==> src/rtl/assert_macros.svh <==
// Assertion helper macros shared by the index mapper RTL.
// Included by modules that carry concurrent checks; no other dependencies.
`ifndef ASSERT_MACROS_SVH
`define ASSERT_MACROS_SVH

// Same-cycle implication, disabled while reset is asserted.
`define BIM_ASSERT_IMP(lbl, clk, rst_n, ante, cons, msg) \
    lbl: assert property (@(posedge clk) disable iff (!rst_n) (ante) |-> (cons)) \
        else $error(msg);

// Next-cycle implication, disabled while reset is asserted.
`define BIM_ASSERT_NXT(lbl, clk, rst_n, ante, cons, msg) \
    lbl: assert property (@(posedge clk) disable iff (!rst_n) (ante) |=> (cons)) \
        else $error(msg);

`endif

==> src/rtl/bim_pkg.sv <==
// Shared types and constants for the broadcast index mapper.
// No dependencies; imported by every module of the block.
package bim_pkg;

    localparam int MAX_RANK = 4;
    localparam int DIM_BITS = 16;
    localparam int WORD_W   = 32;
    localparam int SHAPE_W  = 64;
    localparam int RANK_W   = 3;
    localparam int ADDR_W   = 6;
    localparam int IDX_W    = (MAX_RANK > 1) ? $clog2(MAX_RANK) : 1;
    localparam int CNT_W    = $clog2(WORD_W);

    // Register indexes (byte address = 8 * index)
    localparam logic [2:0] REG_RANK   = 3'd0;
    localparam logic [2:0] REG_LSHAPE = 3'd1;
    localparam logic [2:0] REG_RSHAPE = 3'd2;
    localparam logic [2:0] REG_LBASE  = 3'd3;
    localparam logic [2:0] REG_RBASE  = 3'd4;

    // Reset shape: every dimension 1
    localparam logic [SHAPE_W-1:0] SHAPE_RST = 64'h0001_0001_0001_0001;

    typedef logic [WORD_W-1:0]                t_word;
    typedef logic [MAX_RANK-1:0][WORD_W-1:0]  t_word_arr;

    // Partial mapping handed from cell to cell
    typedef struct packed {
        t_word idx;
        t_word lsum;
        t_word rsum;
    } t_beat;

endpackage

==> src/rtl/bim_cell.sv <==
// One dimension cell: divides the running index by its sub-size and
// accumulates coordinate times stride; depends on bim_pkg and assert_macros.svh.
`include "assert_macros.svh"
module bim_cell (
    input  logic                i_clk,
    input  logic                i_rst_n,
    input  logic                i_en,
    input  bim_pkg::t_word      i_sub,
    input  bim_pkg::t_word      i_lstride,
    input  bim_pkg::t_word      i_rstride,
    input  bim_pkg::t_beat      i_beat,
    input  logic                i_valid,
    output logic                o_ready,
    output bim_pkg::t_beat      o_beat,
    output logic                o_valid,
    input  logic                i_ready,
    output logic                o_busy
);
    import bim_pkg::*;

    typedef enum logic [2:0] {S_IDLE, S_DIV, S_MUL, S_ADD, S_DONE} t_state;

    t_state             r_state;
    t_word              r_idx, r_lsum, r_rsum, r_quo, r_rem, r_lprod, r_rprod;
    logic [CNT_W-1:0]   r_cnt;

    logic [WORD_W:0]    w_trial;
    logic               w_ge;

    // Restoring division step
    always_comb begin
        w_trial = {r_rem, r_quo[WORD_W-1]};
        w_ge    = (w_trial >= {1'b0, i_sub});
    end

    always_ff @(posedge i_clk) begin
        if (!i_rst_n) begin
            r_state <= S_IDLE;
        end else begin
            case (r_state)
                S_IDLE: begin
                    if (i_valid) begin
                        r_idx  <= i_beat.idx;
                        r_lsum <= i_beat.lsum;
                        r_rsum <= i_beat.rsum;
                        r_quo  <= i_beat.idx;
                        r_rem  <= '0;
                        r_cnt  <= CNT_W'(WORD_W-1);
                        // unused dimension or wrapped sub-size: pass through
                        r_state <= (!i_en || i_sub == '0) ? S_DONE : S_DIV;
                    end
                end
                S_DIV: begin
                    r_rem <= w_ge ? WORD_W'(w_trial - {1'b0, i_sub}) : w_trial[WORD_W-1:0];
                    r_quo <= {r_quo[WORD_W-2:0], w_ge};
                    r_cnt <= r_cnt - CNT_W'(1);
                    if (r_cnt == '0) begin
                        r_state <= S_MUL;
                    end
                end
                S_MUL: begin
                    r_lprod <= WORD_W'(r_quo * i_lstride);
                    r_rprod <= WORD_W'(r_quo * i_rstride);
                    r_state <= S_ADD;
                end
                S_ADD: begin
                    r_lsum  <= r_lsum + r_lprod;
                    r_rsum  <= r_rsum + r_rprod;
                    r_idx   <= r_rem;
                    r_state <= S_DONE;
                end
                S_DONE: begin
                    if (i_ready) begin
                        r_state <= S_IDLE;
                    end
                end
                default: r_state <= S_IDLE;
            endcase
        end
    end

    assign o_ready     = (r_state == S_IDLE);
    assign o_valid     = (r_state == S_DONE);
    assign o_busy      = (r_state != S_IDLE);
    assign o_beat.idx  = r_idx;
    assign o_beat.lsum = r_lsum;
    assign o_beat.rsum = r_rsum;

    // Partial remainder never reaches the divisor
    `BIM_ASSERT_IMP(a_rem_below_sub, i_clk, i_rst_n, r_state == S_DIV, r_rem < i_sub, "cell remainder reached divisor")

endmodule

==> config.mk <==
export PLATFORM = sky130hd
export DESIGN_NAME = bim_cell
export DESIGN_NICKNAME = d
export VERILOG_FILES = /design/src/rtl/bim_pkg.sv /design/src/rtl/bim_cell.sv
export VERILOG_INCLUDE_DIRS = /design/src /design/src/rtl
export SDC_FILE = /design/constraint.sdc
export NUM_CORES = 2
export LEC_CHECK = 0
export BUFFER_PORTS_ARGS = -buffer_cell sky130_fd_sc_hd__buf_2
export CAP_MARGIN = 15
export CORE_UTILIZATION = 57
export CTS_CLUSTER_DIAMETER = 80
export CTS_CLUSTER_SIZE = 16
export DETAILED_ROUTE_END_ITERATION = 7
export PLACE_DENSITY = 0.76
export SKIP_CTS_REPAIR_TIMING = 1
export SLEW_MARGIN = 20
export SYNTH_ARGS = -nofsm -noshare
export SYNTH_HDL_FRONTEND = slang
export SYNTH_SLANG_ARGS = --single-unit
==> constraint.sdc <==
create_clock -name i_clk -period 19.55 [get_ports i_clk]
set_clock_uncertainty 0.15 [all_clocks]
set_input_delay 0.9775 -clock i_clk [delete_from_list [all_inputs] [get_ports i_clk]]
set_output_delay 0.9775 -clock i_clk [all_outputs]
set_load 0.05 [all_outputs]
### Yosys cells after proc, flatten, opt, wreduce, memory -nomap -nowiden

Cells that the tools add are included.

* register bits after elaboration: 232
* logic and storage cells: 52
* bits of input ports: 197
* output and inout port bits: 99

* equality and inequality tests: 7
* add/subtract/negate cells: 4
* reduce and logical (&&, ||, !) cells: 12
* multipliers: 2
* mux-type cells: 17
* order comparisons: 1

Operators by type and width (count)
* 32-bit one-hot mux with 2 select lines: 5
* 32-bit two-way mux: 5
* 32-bit adder: 2
* 32-bit by 32-bit multiplier with 32-bit output: 2
* 33-bit by 32-bit greater-or-equal comparator with 1-bit output: 1
* 32-bit logical NOT: 1
* 32-bit subtractor: 1
* 3-bit one-hot mux with 5 select lines: 1
* 3-bit two-way mux: 4
* 5-bit one-hot mux with 2 select lines: 1
* 3-bit AND reduction: 3
* 3-bit by 2-bit equality test with 1-bit output (second input constant): 2
* 5-bit logical NOT: 1
* 5-bit two-way mux: 1
* 5-bit by 1-bit subtractor with 5-bit output (second input constant): 1
* 2-bit != test (second input constant): 2
* 2-bit nonzero test: 2
* 3-bit by 1-bit equality test with 1-bit output (second input constant): 1
* 3-bit equality test (second input constant): 1
* 3-bit logical NOT: 1
* 3-bit nonzero test: 1
* 2-bit by 1-bit != test with 1-bit output (second input constant): 1
* 2-bit AND reduction: 1
* 1-bit logical NOT: 1
* 1-bit logical OR: 1

### Depth between registers and ports, before layout

* word-level depth: 5
* gate-level depth with buffers: 29
* mapped depth without buffers: 26

### Worst setup path after synthesis

OpenSTA, ideal clock, no wires.

* path kind: register to register
* from: reg r_state[2]
* to: reg r_idx[0] (enable)
* stages on the path, launching flop included: 6
* setup slack: 10079 ps
* buffers on the path: 1
* clock period less this slack: 9471 ps
* data required time: 18702 ps
* data arrival time: 8623 ps
* library setup time: 698 ps
* path through: dfxtp_1 -> clkbuf_1 -> or3_1 -> inv_1 -> nand2_1 -> a21boi_0

* word-level cells in the longest chain between the ends: 3
* elaborated cells on any way between the ends: 5
* classes of those cells: 2 x eq/ne; 3 x reduce/logical

RTL lines
* from (decl): RTL line bim_cell.sv:23 `t_state r_state;`
* from (signal assigned): RTL line bim_cell.sv:50 `r_state <= (!i_en || i_sub == '0) ? S_DONE : S_DIV;`
* 3-bit logical NOT (*)
* named net o_ready: RTL line bim_cell.sv:13 `output logic o_ready,`
* 2-bit != test (no source line) / 2-bit nonzero test (equally long branches)
* 3-bit AND reduction (no source line) (*)
* to (signal assigned): RTL line bim_cell.sv:43 `r_idx <= i_beat.idx;`
* to (signal assigned): RTL line bim_cell.sv:69 `r_idx <= r_rem;`
* to (decl): RTL line bim_cell.sv:24 `t_word r_idx, r_lsum, r_rsum, r_quo, r_rem, r_lprod, r_rprod;`

Mark *: on every way through the listed nets, which the timed path passes. The rest lies on a longest branch.
A chain may end at the register's enable or synchronous reset.

### Worst setup path after layout

* from: reg r_quo[9]
* to: reg r_lprod[30] (data pin)

* word-level cells in the longest chain between the ends: 1

RTL lines
* from (decl): RTL line bim_cell.sv:24
* from (signal assigned): RTL line bim_cell.sv:46 `r_quo <= i_beat.idx;`
* from (signal assigned): RTL line bim_cell.sv:55 `r_quo <= {r_quo[WORD_W-2:0], w_ge};`
* 32-bit by 32-bit multiplier with 32-bit output: RTL line bim_cell.sv:62 `r_lprod <= WORD_W'(r_quo * i_lstride);`
* to (signal assigned): RTL line bim_cell.sv:62
* to (decl): RTL line bim_cell.sv:24

No other way between the ends.

==> flow_metrics.py <==
metrics = {
    "placed_design": {
        "dp_hpwl_um": 89200,
        "place_congestion": 0.918,
        "place_inst": 5999,
        "pre_cts_ws_ns": 11.27,
        "dpl_cell_area_mm2": 0.0475,
        "port_buffers": 295,
    },
    "detailed_routing": {
        "vias": 33600,
        "via_per_inst": 5.56,
        "wirelength_um": 114000,
        "drc": 0,
        "avgRoutedWirePerCell_um": 18.9,
        "drt_first_pass_iters": 5,
        "drtIter0Drc": 2309,
        "ant_nets": 0,
    },
    "timing": {
        "setup_viol": 0,
        "worst_slack_ns": 11.41,
        "hold_viol": 0,
        "period_share_pct": 41.6,
        "rsz0062_at_grt": "false",
        "fmax_mhz": 123,
        "maxSlewViolCount": 0,
        "period_minus_slack_ns": 8.14,
        "tns_ns": 0,
        "tightest_slew_ns": 0.967,
        "slew_headroom_pct": 35.6,
    },
    "cts": {
        "clock_sinks": 232,
        "cts_tree": "yes",
        "root_buffer": "clkbuf_16",
        "cts_buffer_depth": 3,
        "clkTransAtPathRegs_ns": 0.07,
        "cts_made_buffers": 21,
        "htreeDepth": 1,
        "insertion_delay_ns": 0.55,
    },
    "global_routing": {
        "grt_max_degree": 79,
        "grt_pass1_wl_um": 187000,
        "grt_pass1_vias": 35300,
        "grt_usage_pct": 29.2,
        "grt-ovfl-total": 0,
        "antenna_found_initial": 7,
    },
    "worst_setup_path": {
        "cp_common_cell": "fa_1",
        "r2r_cells": 25,
        "cp_max_fo": 30,
        "slowest_stage": "edfxtp_1",
        "critical_path.top_delay_family": "adder cells",
        "arrival_ns": 8.27,
        "cpPeakStageDelay_ns": 0.83,
        "cp.required_ns": 19.68,
        "start_kind": "register",
        "crit_buf_inv": 5,
        "ff2ff_setup_slack_ns": 11.41,
        "crit_path_end_kind": "register",
        "critical_path_class": "register to register",
        "r2r-start": "r_quo[9]",
        "r2r-end": "r_lprod[30]",
    },
    "layout": {
        "multi_input_area_mm2": 0.0343,
        "fin_area_mm2": 0.0481,
        "fin_nets": 6339,
        "n_fill_cell": 6538,
        "final_layout_size_suffix_gt1_share_pct": 7.83,
        "fin_cells": 6040,
        "final-seq-area_mm2": 0.00694,
        "area_growth_pct": 6.25,
    },
    "synth": {
        "ys_ff_latch": 232,
        "ys.warnings.count": 0,
        "synth_edf_count": 229,
        "synth_cell_types": 80,
        "yosysSeqAreaShare_pct": 15.3,
        "syn-instance-count": 4869,
        "async_flop_share_pct": 0,
        "synth_flop_cell": "edfxtp_1",
        "synthesis.area_mm2": 0.0453,
        "syn-mean-instance-area_um2": 9.30,
        "syn_nets": 6226,
    },
    "hold_path": {
        "hold_path.class": "register to register",
        "whs_endpoint": "r_quo[19]",
        "hold_path_depth": 2,
        "min_from": "r_quo[18]",
    },
    "floorplan": {
        "io-pin-count": 296,
        "die_w_um": 284,
        "die-area_mm2": 0.0806,
        "coreArea_mm2": 0.0780,
        "num_rows": 102,
        "start_util_pct": 58.1,
        "die_y_um": 284,
    },
    "run": {
        "maxCapViolations": 0,
    },
    "status": {
        "outcome": "completed",
    },
}
## Yosys cell counts, drive strengths merged, types with 5 or more instances
| cell | instances | share of area [%] |
|---|---|---|
| nand2b | 16 | 0.22 |
| a21o | 53 | 0.88 |
| or3 | 12 | 0.17 |
| o21bai | 22 | 0.37 |
| o31a | 6 | 0.12 |
| nor3 | 33 | 0.38 |
| and4 | 5 | 0.097 |
| o21ai | 126 | 1.4 |
| a211oi | 24 | 0.40 |
| a21boi | 10 | 0.17 |
| and3 | 15 | 0.21 |
| a21oi | 110 | 1.2 |
| nor4 | 9 | 0.12 |
| inv | 834 | 6.9 |
| nand2 | 773 | 6.4 |
| and2 | 609 | 8.4 |
| nor2b | 19 | 0.26 |
| o211ai | 9 | 0.15 |
| a31oi | 15 | 0.25 |
| mux2i | 27 | 0.60 |
| fa | 819 | 36 |
| o2111ai | 6 | 0.12 |
| edfxtp | 229 | 15 |
| xnor2 | 181 | 3.5 |
| buf | 12 | 0.14 |
| nand4 | 9 | 0.12 |
| clkbuf | 231 | 1.9 |
| nand3 | 26 | 0.29 |
| ha | 341 | 9.4 |
| o31ai | 14 | 0.23 |
| xor2 | 65 | 1.3 |
| nor2 | 118 | 0.98 |
| o21a | 30 | 0.50 |
## routing by layer
layer / routed length, um / GRT usage [%] / share of wire (%)
met5: 20 / 0 / 0.017
met4: 4700 / 10.9 / 4.1
met3: 8530 / 4.60 / 7.5
met2: 54000 / 47.6 / 47
met1: 47100 / 39.4 / 41
## metrics by stage
step | utilization, % | hold slack [ns]
floorplan | - | 0.382
global placement | 60.9 | 0.375
detailed placement | 60.9 | 0.383
CTS | 61.7 | 0.399
global route | 61.7 | 0.432
finish | 61.7 | 0.398
## worst register-to-register path, stage by stage (launching register included)
cell and delay (ns):
edfxtp_1 0.83, buf_4 0.52, and2_1 0.25, fa_1 0.43, fa_1 0.45, fa_1 0.50
inv_1 0.05, fa_1 0.48, inv_1 0.06, fa_1 0.49, inv_1 0.05, fa_1 0.53
inv_1 0.05, fa_1 0.38, fa_1 0.47, ha_1 0.38, a21o_1 0.21, a21oi_1 0.18
o21ai_0 0.12, a21o_1 0.21, and4b_1 0.17, o211ai_1 0.14, a21oi_1 0.11, a2111o_1 0.40
a21oi_1 0.18, xnor2_1 0.10
## flip-flops by register name (all words and copies together) (netlist names)
| register | flops |
|---|---|
| r_lsum | 32 |
| r_lprod | 32 |
| r_state | 3 |
| r_idx | 32 |
| r_rem | 32 |
| r_rprod | 32 |
| r_cnt | 5 |
| r_rsum | 32 |
| r_quo | 32 |
## cells in the final DEF (no fill, tap or decap), types with 12 or more instances in the layout
cell type and instances:
and2_1 609, o31ai_1 14, nor2b_1 19, nor3_1 32
xnor2_1 181, and3_1 15, clkbuf_16 21, or3_1 12
nor2_1 116, a21oi_1 108, fa_1 819, buf_2 295
a21o_1 53, nand3_1 26, xor2_1 65, a31oi_1 13
buf_4 38, nand2_1 773, nand2b_1 16, mux2i_1 27
edfxtp_1 229, o21ai_0 116, o21a_1 30, o21bai_1 21
inv_1 834, ha_1 341, a211oi_1 24
## worst max-delay path by stage
stage	start	to	cells past startpoint
6_report	r_quo[9]	r_lprod[30]	25
5_1_grt	r_quo[9]	r_lprod[30]	25
4_1_cts	r_quo[9]	r_lprod[30]	25
3_5_place_dp	i_lstride[3]	r_lprod[30]	25
3_3_place_gp	i_lstride[2]	r_lprod[30]	25
2_1_floorplan	r_state[2]	r_idx[0]	5
## layout make-up
cell class	instances	area share (%)
inverters	834	6.51
repair buffers	333	3.66
well taps	1040	2.71
multi-input cells	3560	71.4
clock buffers	30	1.18
diodes	5	0.0260
clock inverters	6	0.127
flip-flops and latches	232	14.4
## cell families (layout without fill, tap and decap cells)
family	Yosys count	after routing	share of synthesized area, %
AOI/OAI and AO/OA	462	462	6.64
xor gates and xnor gates	246	246	4.76
and+or+nand+nor	1662	1662	18.0
adders and majority gates	1160	1160	45.6
other	0	5	0
muxes	30	30	0.672
buffers and inverters	1077	1203	8.97
DFF	232	232	15.3
Power is left out: the tool's default activity adds up to more than one toggle a clock period on the data nets, which glitch-free logic cannot reach.
