===== config.mk =====
export PLATFORM = sky130hd
export DESIGN_NAME = bim_derive
export DESIGN_NICKNAME = d
export VERILOG_FILES = /design/src/rtl/assert_macros.svh /design/src/rtl/bim_pkg.sv /design/src/rtl/bim_derive.sv
export SDC_FILE = /design/constraint.sdc
export NUM_CORES = 2
export LEC_CHECK = 0
export BUFFER_PORTS_ARGS = -buffer_cell sky130_fd_sc_hd__clkbuf_2
export CAP_MARGIN = 20
export CORE_MARGIN = 2
export CORE_UTILIZATION = 60
export CTS_BUF_LIST = sky130_fd_sc_hd__clkbuf_8
export CTS_CLUSTER_DIAMETER = 40
export DETAILED_ROUTE_END_ITERATION = 10
export HOLD_SLACK_MARGIN = 0.12
export PLACE_DENSITY = 0.8
export SYNTH_ARGS = -nofsm -noshare
export SYNTH_HDL_FRONTEND = slang
export SYNTH_SLANG_ARGS = --single-unit
export TNS_END_PERCENT = 20

===== constraint.sdc =====
create_clock -name i_clk -period 33.9 [get_ports i_clk]
set_input_delay 1.695 -clock i_clk [delete_from_list [all_inputs] [get_ports i_clk]]
set_output_delay 1.695 -clock i_clk [all_outputs]
set_load 0.005 [all_outputs]

===== src/rtl/assert_macros.svh =====
// Assertion helper macros shared by the index mapper RTL.
// Included by modules that carry concurrent checks; no other dependencies.
`ifndef ASSERT_MACROS_SVH
`define ASSERT_MACROS_SVH

// Same-cycle implication, disabled while reset is asserted.
`define BIM_ASSERT_IMP(lbl, clk, rst_n, ante, cons, msg) \
    lbl: assert property (@(posedge clk) disable iff (!rst_n) (ante) |-> (cons)) \
        else $error(msg);

// Next-cycle implication, disabled while reset is asserted.
`define BIM_ASSERT_NXT(lbl, clk, rst_n, ante, cons, msg) \
    lbl: assert property (@(posedge clk) disable iff (!rst_n) (ante) |=> (cons)) \
        else $error(msg);

`endif


===== src/rtl/bim_pkg.sv =====
// Shared types and constants for the broadcast index mapper.
// No dependencies; imported by every module of the block.
package bim_pkg;

    localparam int MAX_RANK = 4;
    localparam int DIM_BITS = 16;
    localparam int WORD_W   = 32;
    localparam int SHAPE_W  = 64;
    localparam int RANK_W   = 3;
    localparam int ADDR_W   = 6;
    localparam int IDX_W    = (MAX_RANK > 1) ? $clog2(MAX_RANK) : 1;
    localparam int CNT_W    = $clog2(WORD_W);

    // Register indexes (byte address = 8 * index)
    localparam logic [2:0] REG_RANK   = 3'd0;
    localparam logic [2:0] REG_LSHAPE = 3'd1;
    localparam logic [2:0] REG_RSHAPE = 3'd2;
    localparam logic [2:0] REG_LBASE  = 3'd3;
    localparam logic [2:0] REG_RBASE  = 3'd4;

    // Reset shape: every dimension 1
    localparam logic [SHAPE_W-1:0] SHAPE_RST = 64'h0001_0001_0001_0001;

    typedef logic [WORD_W-1:0]                t_word;
    typedef logic [MAX_RANK-1:0][WORD_W-1:0]  t_word_arr;

    // Partial mapping handed from cell to cell
    typedef struct packed {
        t_word idx;
        t_word lsum;
        t_word rsum;
    } t_beat;

endpackage


===== src/rtl/bim_derive.sv =====
// Derives strides, result sub-sizes and result total from the shapes.
// One dimension per cycle for all MAX_RANK dimensions; depends on bim_pkg.
module bim_derive (
    input  logic                         i_clk,
    input  logic                         i_rst_n,
    input  logic                         i_start,
    input  logic [bim_pkg::RANK_W-1:0]   i_rank,
    input  logic [bim_pkg::SHAPE_W-1:0]  i_lshape,
    input  logic [bim_pkg::SHAPE_W-1:0]  i_rshape,
    output bim_pkg::t_word_arr           o_lstride,
    output bim_pkg::t_word_arr           o_rstride,
    output bim_pkg::t_word_arr           o_sub,
    output logic [bim_pkg::WORD_W:0]     o_total,
    output logic                         o_busy
);
    import bim_pkg::*;

    localparam logic [WORD_W:0] TOTAL_CAP = {1'b1, {WORD_W{1'b0}}};

    logic                r_busy;
    logic [IDX_W-1:0]    r_k;
    t_word               r_cl, r_cr, r_cres;
    logic [WORD_W:0]     r_total;
    t_word_arr           r_lstride, r_rstride, r_sub;

    logic [DIM_BITS-1:0] w_lfld, w_rfld, w_ld, w_rd, w_od;
    logic                w_use;
    logic [WORD_W+DIM_BITS:0] w_tprod;

    // Dimension fields of the current step, zero read as one
    always_comb begin
        w_lfld = i_lshape[r_k*DIM_BITS +: DIM_BITS];
        w_rfld = i_rshape[r_k*DIM_BITS +: DIM_BITS];
        w_ld   = (w_lfld == '0) ? DIM_BITS'(1) : w_lfld;
        w_rd   = (w_rfld == '0) ? DIM_BITS'(1) : w_rfld;
        w_od   = (w_ld > w_rd) ? w_ld : w_rd;
        w_use  = ({{(RANK_W-IDX_W){1'b0}}, r_k} < i_rank);
        w_tprod = r_total * w_od;
    end

    // Step sequencer with running products
    always_ff @(posedge i_clk) begin
        if (!i_rst_n || i_start) begin
            r_busy  <= 1'b1;
            r_k     <= '0;
            r_cl    <= WORD_W'(1);
            r_cr    <= WORD_W'(1);
            r_cres  <= WORD_W'(1);
            r_total <= (WORD_W+1)'(1);
        end else if (r_busy) begin
            if (w_use) begin
                r_lstride[r_k] <= (w_ld == DIM_BITS'(1)) ? '0 : r_cl;
                r_rstride[r_k] <= (w_rd == DIM_BITS'(1)) ? '0 : r_cr;
                r_sub[r_k]     <= r_cres;
                r_cl           <= WORD_W'(r_cl * w_ld);
                r_cr           <= WORD_W'(r_cr * w_rd);
                r_cres         <= WORD_W'(r_cres * w_od);
                if (!r_total[WORD_W]) begin
                    r_total <= (w_tprod > {{DIM_BITS{1'b0}}, TOTAL_CAP}) ?
                               TOTAL_CAP : w_tprod[WORD_W:0];
                end
            end else begin
                r_lstride[r_k] <= '0;
                r_rstride[r_k] <= '0;
                r_sub[r_k]     <= WORD_W'(1);
            end
            r_k <= r_k + IDX_W'(1);
            if (r_k == IDX_W'(MAX_RANK-1)) begin
                r_busy <= 1'b0;
            end
        end
    end

    assign o_lstride = r_lstride;
    assign o_rstride = r_rstride;
    assign o_sub     = r_sub;
    assign o_total   = r_total;
    assign o_busy    = r_busy;

endmodule


* Word-level counts from Yosys, hierarchy flattened
Index checks and enable logic that the tools add are counted.
** Operators by class
- Add/sub/neg operators :: 1
- Multipliers :: 4
- Order comparisons :: 5
- Equal/unequal tests :: 3
- Shift-type cells :: 2
- Mux-type cells :: 17
- Bitwise gates (word level) :: 8
- Reduce and logical (&&, ||, !) cells :: 8
** Operators with widths (count)
- $bwmux 128 :: 3
- $mux 128 :: 3
- $and 128x128->128 :: 2
- $not 128->128 :: 1
- $shiftx 64x7->16 :: 2
- $and 124x124->124 :: 1
- $not 124->124 :: 1
- $mul 32x16->32 :: 3
- $mux 32 :: 3
- $mux 33 :: 2
- $demux 32 s2 :: 1
- $gt 49x33->1 const B :: 1
- $mul 33x16->49 :: 1
- $mux 16 :: 3
- $eq 16x1->1 const B :: 2
- $logic_not 16->1 :: 2
- $gt 16x16->1 :: 1
- $or 4x4->4 :: 1
- $reduce_and 2->1 :: 2
- $lt 2x3->1 :: 1
- $lt 2x3->1 const B :: 1
- $reduce_and 3->1 :: 1
- $add 2x1->2 const B :: 1
- $eq 2x2->1 const B :: 1
- 6 further kinds :: 8
** Word-level totals
- Register bits after elaboration :: 516
- Bits of input ports :: 134
- Output and inout port bits :: 418
- Word-level logic and storage cells :: 67

* Depth between registers and ports, before layout
- Depth in word-level cells :: 9
- Depth in mapped cells :: 50
- Gate-level depth less buffers :: 40

* Least setup slack after synthesis
Ideal clock, no wire load.
- Path type :: input to register
- Start :: input i_rshape[55] (netlist bit)
- End :: register r_total[14], in the netlist o_total[14]
- Setup time :: 0.069 ns
- Arrival time :: 11.816 ns
- Required time :: 33.831 ns
- Setup slack :: 22.015 ns
- Stages :: 43
- Path buffers :: 7
- Cell sequence :: mux4_2 buf_2 nor4_1 and4_1 or2_1 clkbuf_1 clkbuf_1 ha_1 nand4_1 or4_1 nand2_1 nand2_1 clkbuf_1 buf_1 o21ai_1 clkbuf_1 nand2_1 fa_1 [7 not listed] inv_1 fa_1 inv_1 ha_1 a21oi_1 o21ai_0 a221o_1 a31oi_1 o21ai_0 a31oi_1 o21ai_0 mux2i_1 a2111oi_0 nand3_1 nor3_1 nand3b_4 buf_6 o21ai_1
** On the way
- Longest elaborated chain between the ends :: 8
** RTL lines
- from (decl) :: RTL line bim_derive.sv:9 : input logic [bim_pkg::SHAPE_W-1:0] i_rshape,
- $shiftx 64x7->16 * :: RTL line bim_derive.sv:33 : w_rfld = i_rshape[r_k*DIM_BITS +: DIM_BITS];
- $logic_not 16->1 :: RTL line bim_derive.sv:35 : w_rd = (w_rfld == '0) ? DIM_BITS'(1) : w_rfld;
- $mux 16 * :: RTL line bim_derive.sv:35
- $gt 16x16->1 :: RTL line bim_derive.sv:36 : w_od = (w_ld > w_rd) ? w_ld : w_rd;
- $mux 16 * :: RTL line bim_derive.sv:36
- $mul 33x16->49 * :: RTL line bim_derive.sv:38 : w_tprod = r_total * w_od;
- $gt 49x33->1 :: RTL line bim_derive.sv:59 : r_total <= (w_tprod > {{DIM_BITS{1'b0}}, TOTAL_CAP}) ?
- $mux 33 * :: RTL line bim_derive.sv:59
- to (signal assigned) :: RTL line bim_derive.sv:49 : r_total <= (WORD_W+1)'(1);
- to (signal assigned) :: RTL line bim_derive.sv:59
- to (decl) :: RTL line bim_derive.sv:23 : logic [WORD_W:0] r_total;
Mark *: on every way between the ends. The rest lies on a longest branch, timed or not.
A chain may end at the register's enable or synchronous reset.

* Final worst setup path
- Start :: register r_k[0]
- End :: register r_total[2], in the netlist o_total[2]
** On the way
- Longest elaborated chain between the ends :: 8
- Elaborated cells between the ends (all ways) :: 13
- Classes of those cells :: mul (1); order compare (3); shift (2); mux (4); reduce/logical (3)
** RTL lines
- from (decl) :: RTL line bim_derive.sv:21 : logic [IDX_W-1:0] r_k;
- from (signal assigned) :: RTL line bim_derive.sv:67 : r_k <= r_k + IDX_W'(1);
- $shiftx 64x7->16 (on tied branches) :: RTL line bim_derive.sv:32, bim_derive.sv:33
- $logic_not 16->1 (on tied branches) :: RTL line bim_derive.sv:34, bim_derive.sv:35
- $mux 16 (on tied branches) :: RTL line bim_derive.sv:34, bim_derive.sv:35
- $gt 16x16->1 :: RTL line bim_derive.sv:36
- $mux 16 :: RTL line bim_derive.sv:36
- $mul 33x16->49 :: RTL line bim_derive.sv:38
- $gt 49x33->1 :: RTL line bim_derive.sv:59
- $mux 33 :: RTL line bim_derive.sv:59
Parallel ways exist; a longest one is shown, timed or not.

==> insert_results.sql <==
INSERT INTO impl_metrics (metric_group, metric, value, unit) VALUES
('status', 'run_status', 'finished, final reports clean', ''),
('detailed_routing', 'detail-route-antenna-nets', '0', ''),
('critical_path', 'worst-path-max-fanout', '63', ''),
('sta', 'hold_violations', '0', ''),
('sta', 'fin_crit_period', '14530', 'ps'),
('critical_path', 'crit_path_top_delay_cell', 'dfxtp_4', ''),
('die', 'ioPinCount', '552', ''),
('detailed_routing', 'first_pass_iters', '6', ''),
('detailed_routing', 'highest_layer', 'met5', ''),
('clocking', 'path_clk_slew', '60', 'ps'),
('critical_path', 'setup.reg_to_reg.worst_slack', '19370', 'ps'),
('sta', 'hold_ws', '495', 'ps'),
('die', 'start_util', '0.606', ''),
('clocking', 'cts_tree', 'done', ''),
('sta', 'fin_worst_skew', '65.5', 'ps'),
('synth', 'ys_dominant_reg_cell', 'edfxtp_1', ''),
('place', 'placement.setup.worst_slack', '19040', 'ps'),
('synth', 'synth_area', '72800', 'um2'),
('die', 'core', '120000', 'um2'),
('grt', 'antenna_found_initial', '10', ''),
('detailed_routing', 'viasPerCell', '6.01', ''),
('synth', 'synth-edff-count', '384', ''),
('clocking', 'cts_htree_levels', '3', ''),
('detailed_routing', 'first_iter_violations', '5893', ''),
('detailed_routing', 'totalWireLength', '223000', 'um'),
('detailed_routing', 'dr_wl_met3', '27700', 'um'),
('synth', 'synth.yosys.warnings', '0', ''),
('die', 'die_height', '352', 'um'),
('sta', 'timing.final.max_slew_violations', '0', ''),
('grt', 'largest_net_degree_at_the_start_of_global_routing', '84', ''),
('layout', 'num-nets-final', '9928', ''),
('place', 'port_buffers', '551', ''),
('critical_path', 'worstSetupPathType', 'reg -> reg', ''),
('grt', 'remaining_global_route_overflow', '0', ''),
('clocking', 'cts_buffer_depth', '3', ''),
('synth', 'yosysSeqAreaShare', '0.195', ''),
('synth', 'synth_nets', '9673', ''),
('critical_path', 'cp_common_cell', 'fa_1', ''),
('layout', 'stdcell_area', '78800', 'um2'),
('clocking', 'post_cts.repair.setup_buffers', '0', ''),
('sta', 'finalSetupTns', '0', 'ps'),
('grt', 'first_global_vias', '62500', ''),
('detailed_routing', 'vias', '58900', ''),
('power_and_ir_drop', 'power_density', '77.3', 'nW/um2'),
('power_and_ir_drop', 'max-vdd-ir-drop', '0.133', 'mV'),
('sta', 'min_period_over_period', '0.428', ''),
('clocking', 'clock-sinks', '516', ''),
('detailed_routing', 'drt-wirelength-per-cell', '22.7', 'um'),
('layout', 'stdcell_count', '9804', ''),
('synth', 'yosysUniqueCellTypes', '74', ''),
('critical_path', 'crit_path_end_kind', 'register', ''),
('synth', 'syn_area_cell', '9.26', 'um2'),
('power_and_ir_drop', 'report.power.total', '6.09', 'mW'),
('clocking', 'root_buf_cell', 'clkbuf_8', ''),
('clocking', 'cts-hold-fix-buffers', '0', ''),
('layout', 'finish.utilization', '0.656', ''),
('clocking', 'cts_buf_count', '95', ''),
('synth', 'async_reset_ff_frac', '0', ''),
('die', 'dieWidth', '352', 'um'),
('clocking', 'clk_latency', '820', 'ps'),
('clocking', 'ctsResizeCount', '0', ''),
('layout', 'final_layout_size_suffix_gt1_frac', '0.111', ''),
('critical_path', 'critical_path_arrival', '15230', 'ps'),
('sta', 'report.final.setup_viol', '0', ''),
('synth', 'syn_inst', '7858', ''),
('power_and_ir_drop', 'power_leakage', '34.8', 'nW'),
('place', 'postPlaceCellArea', '76600', 'um2'),
('place', 'detailedPlacementHpwl', '160000', 'um'),
('place', 'place.detailed.instances', '9625', ''),
('die', 'fp.dieArea', '124000', 'um2'),
('critical_path', 'timing.critical_path.from_type', 'register', '');
[cells by family after synthesis]
family / count (synthesis) / synth area share
AOI/OAI and AO/OA: 927 / 0.0799
xor gates and xnor gates: 184 / 0.0227
adders and majority gates: 1681 / 0.428
buffers and inverters: 1927 / 0.101
DFF: 516 / 0.195
muxes: 38 / 0.0107
and+or+nand+nor: 2585 / 0.163
[cell type report]
class,instances,area (um2)
multi-input combinational,5415,51500
fill,9483,41400
sequential,516,14200
inverter,1416,5320
timing repair buffer,669,3700
tap,1612,2020
clock buffer,101,1390
clock inverter,72,696
antenna,3,7.51
[power breakdown]
part           internal (mW)  switching [mW]  leakage (nW)  total (mW)
Clock                  0.367           0.308          1.13       0.675
Sequential             0.740           0.141          4.67       0.882
Combinational           1.84            2.69          29.0        4.53
Total                   2.95            3.14          34.8        6.09
[cell usage in the layout, fill, tap and decap left out, types with 133 or more instances in the layout]
cell type	n
nand2_1	1572
fa_1	1344
a21oi_1	459
edfxtp_1	384
ha_1	333
and2_1	457
inv_1	1434
xnor2_1	133
nand2b_1	267
clkbuf_2	551
[critical path, delay by kind of cell (launching register included)]
kind,cells,cell delay (ps)
multiplexers,2,780
adder cells (fa/ha/maj),8,3620
flip-flops,1,1030
AO/OA/AOI/OAI,12,3540
buffers and inverters,7,1770
AND/OR/NAND/NOR,11,3610
[state kept, by name (all words and copies together) (netlist names)]
signal and flops:
o_total 33, o_lstride 128, r_cr 32, o_rstride 128, r_cres 32, o_sub 128
r_cl 32, r_k 2, o_busy 1
[metal layers]
layer  vias up  track usage
met5         -            0
met4        14        0.191
met3       910       0.0954
met2      4034        0.582
met1     29400        0.455
li1      24600            -
[cells in the mapped netlist (48+ instances only)]
master | instances | area [um2]
ha_1 | 337 | 4220
nand2_1 | 1583 | 5940
fa_1 | 1344 | 26900
buf_1 | 50 | 188
xnor2_1 | 133 | 1160
a21oi_1 | 459 | 2300
nand2b_1 | 268 | 1680
dfxtp_1 | 132 | 2640
a21o_1 | 67 | 503
inv_1 | 1414 | 5310
nor2_1 | 115 | 432
and2_1 | 457 | 2860
clkbuf_1 | 445 | 1670
xor2_1 | 48 | 420
a22o_1 | 125 | 1090
edfxtp_1 | 384 | 11500
o21ai_0 | 92 | 460
[worst paths after layout]
path / startpoint / cells past startpoint / to
setup / recovery: r_k[0] / 40 / o_total[2]
hold / removal: r_cr[4] / 2 / r_cr[4]
setup reg to reg: r_k[0] / 40 / o_total[2]
hold reg to reg: r_cr[4] / 2 / r_cr[4]
Power figures use the tool's default switching activity.
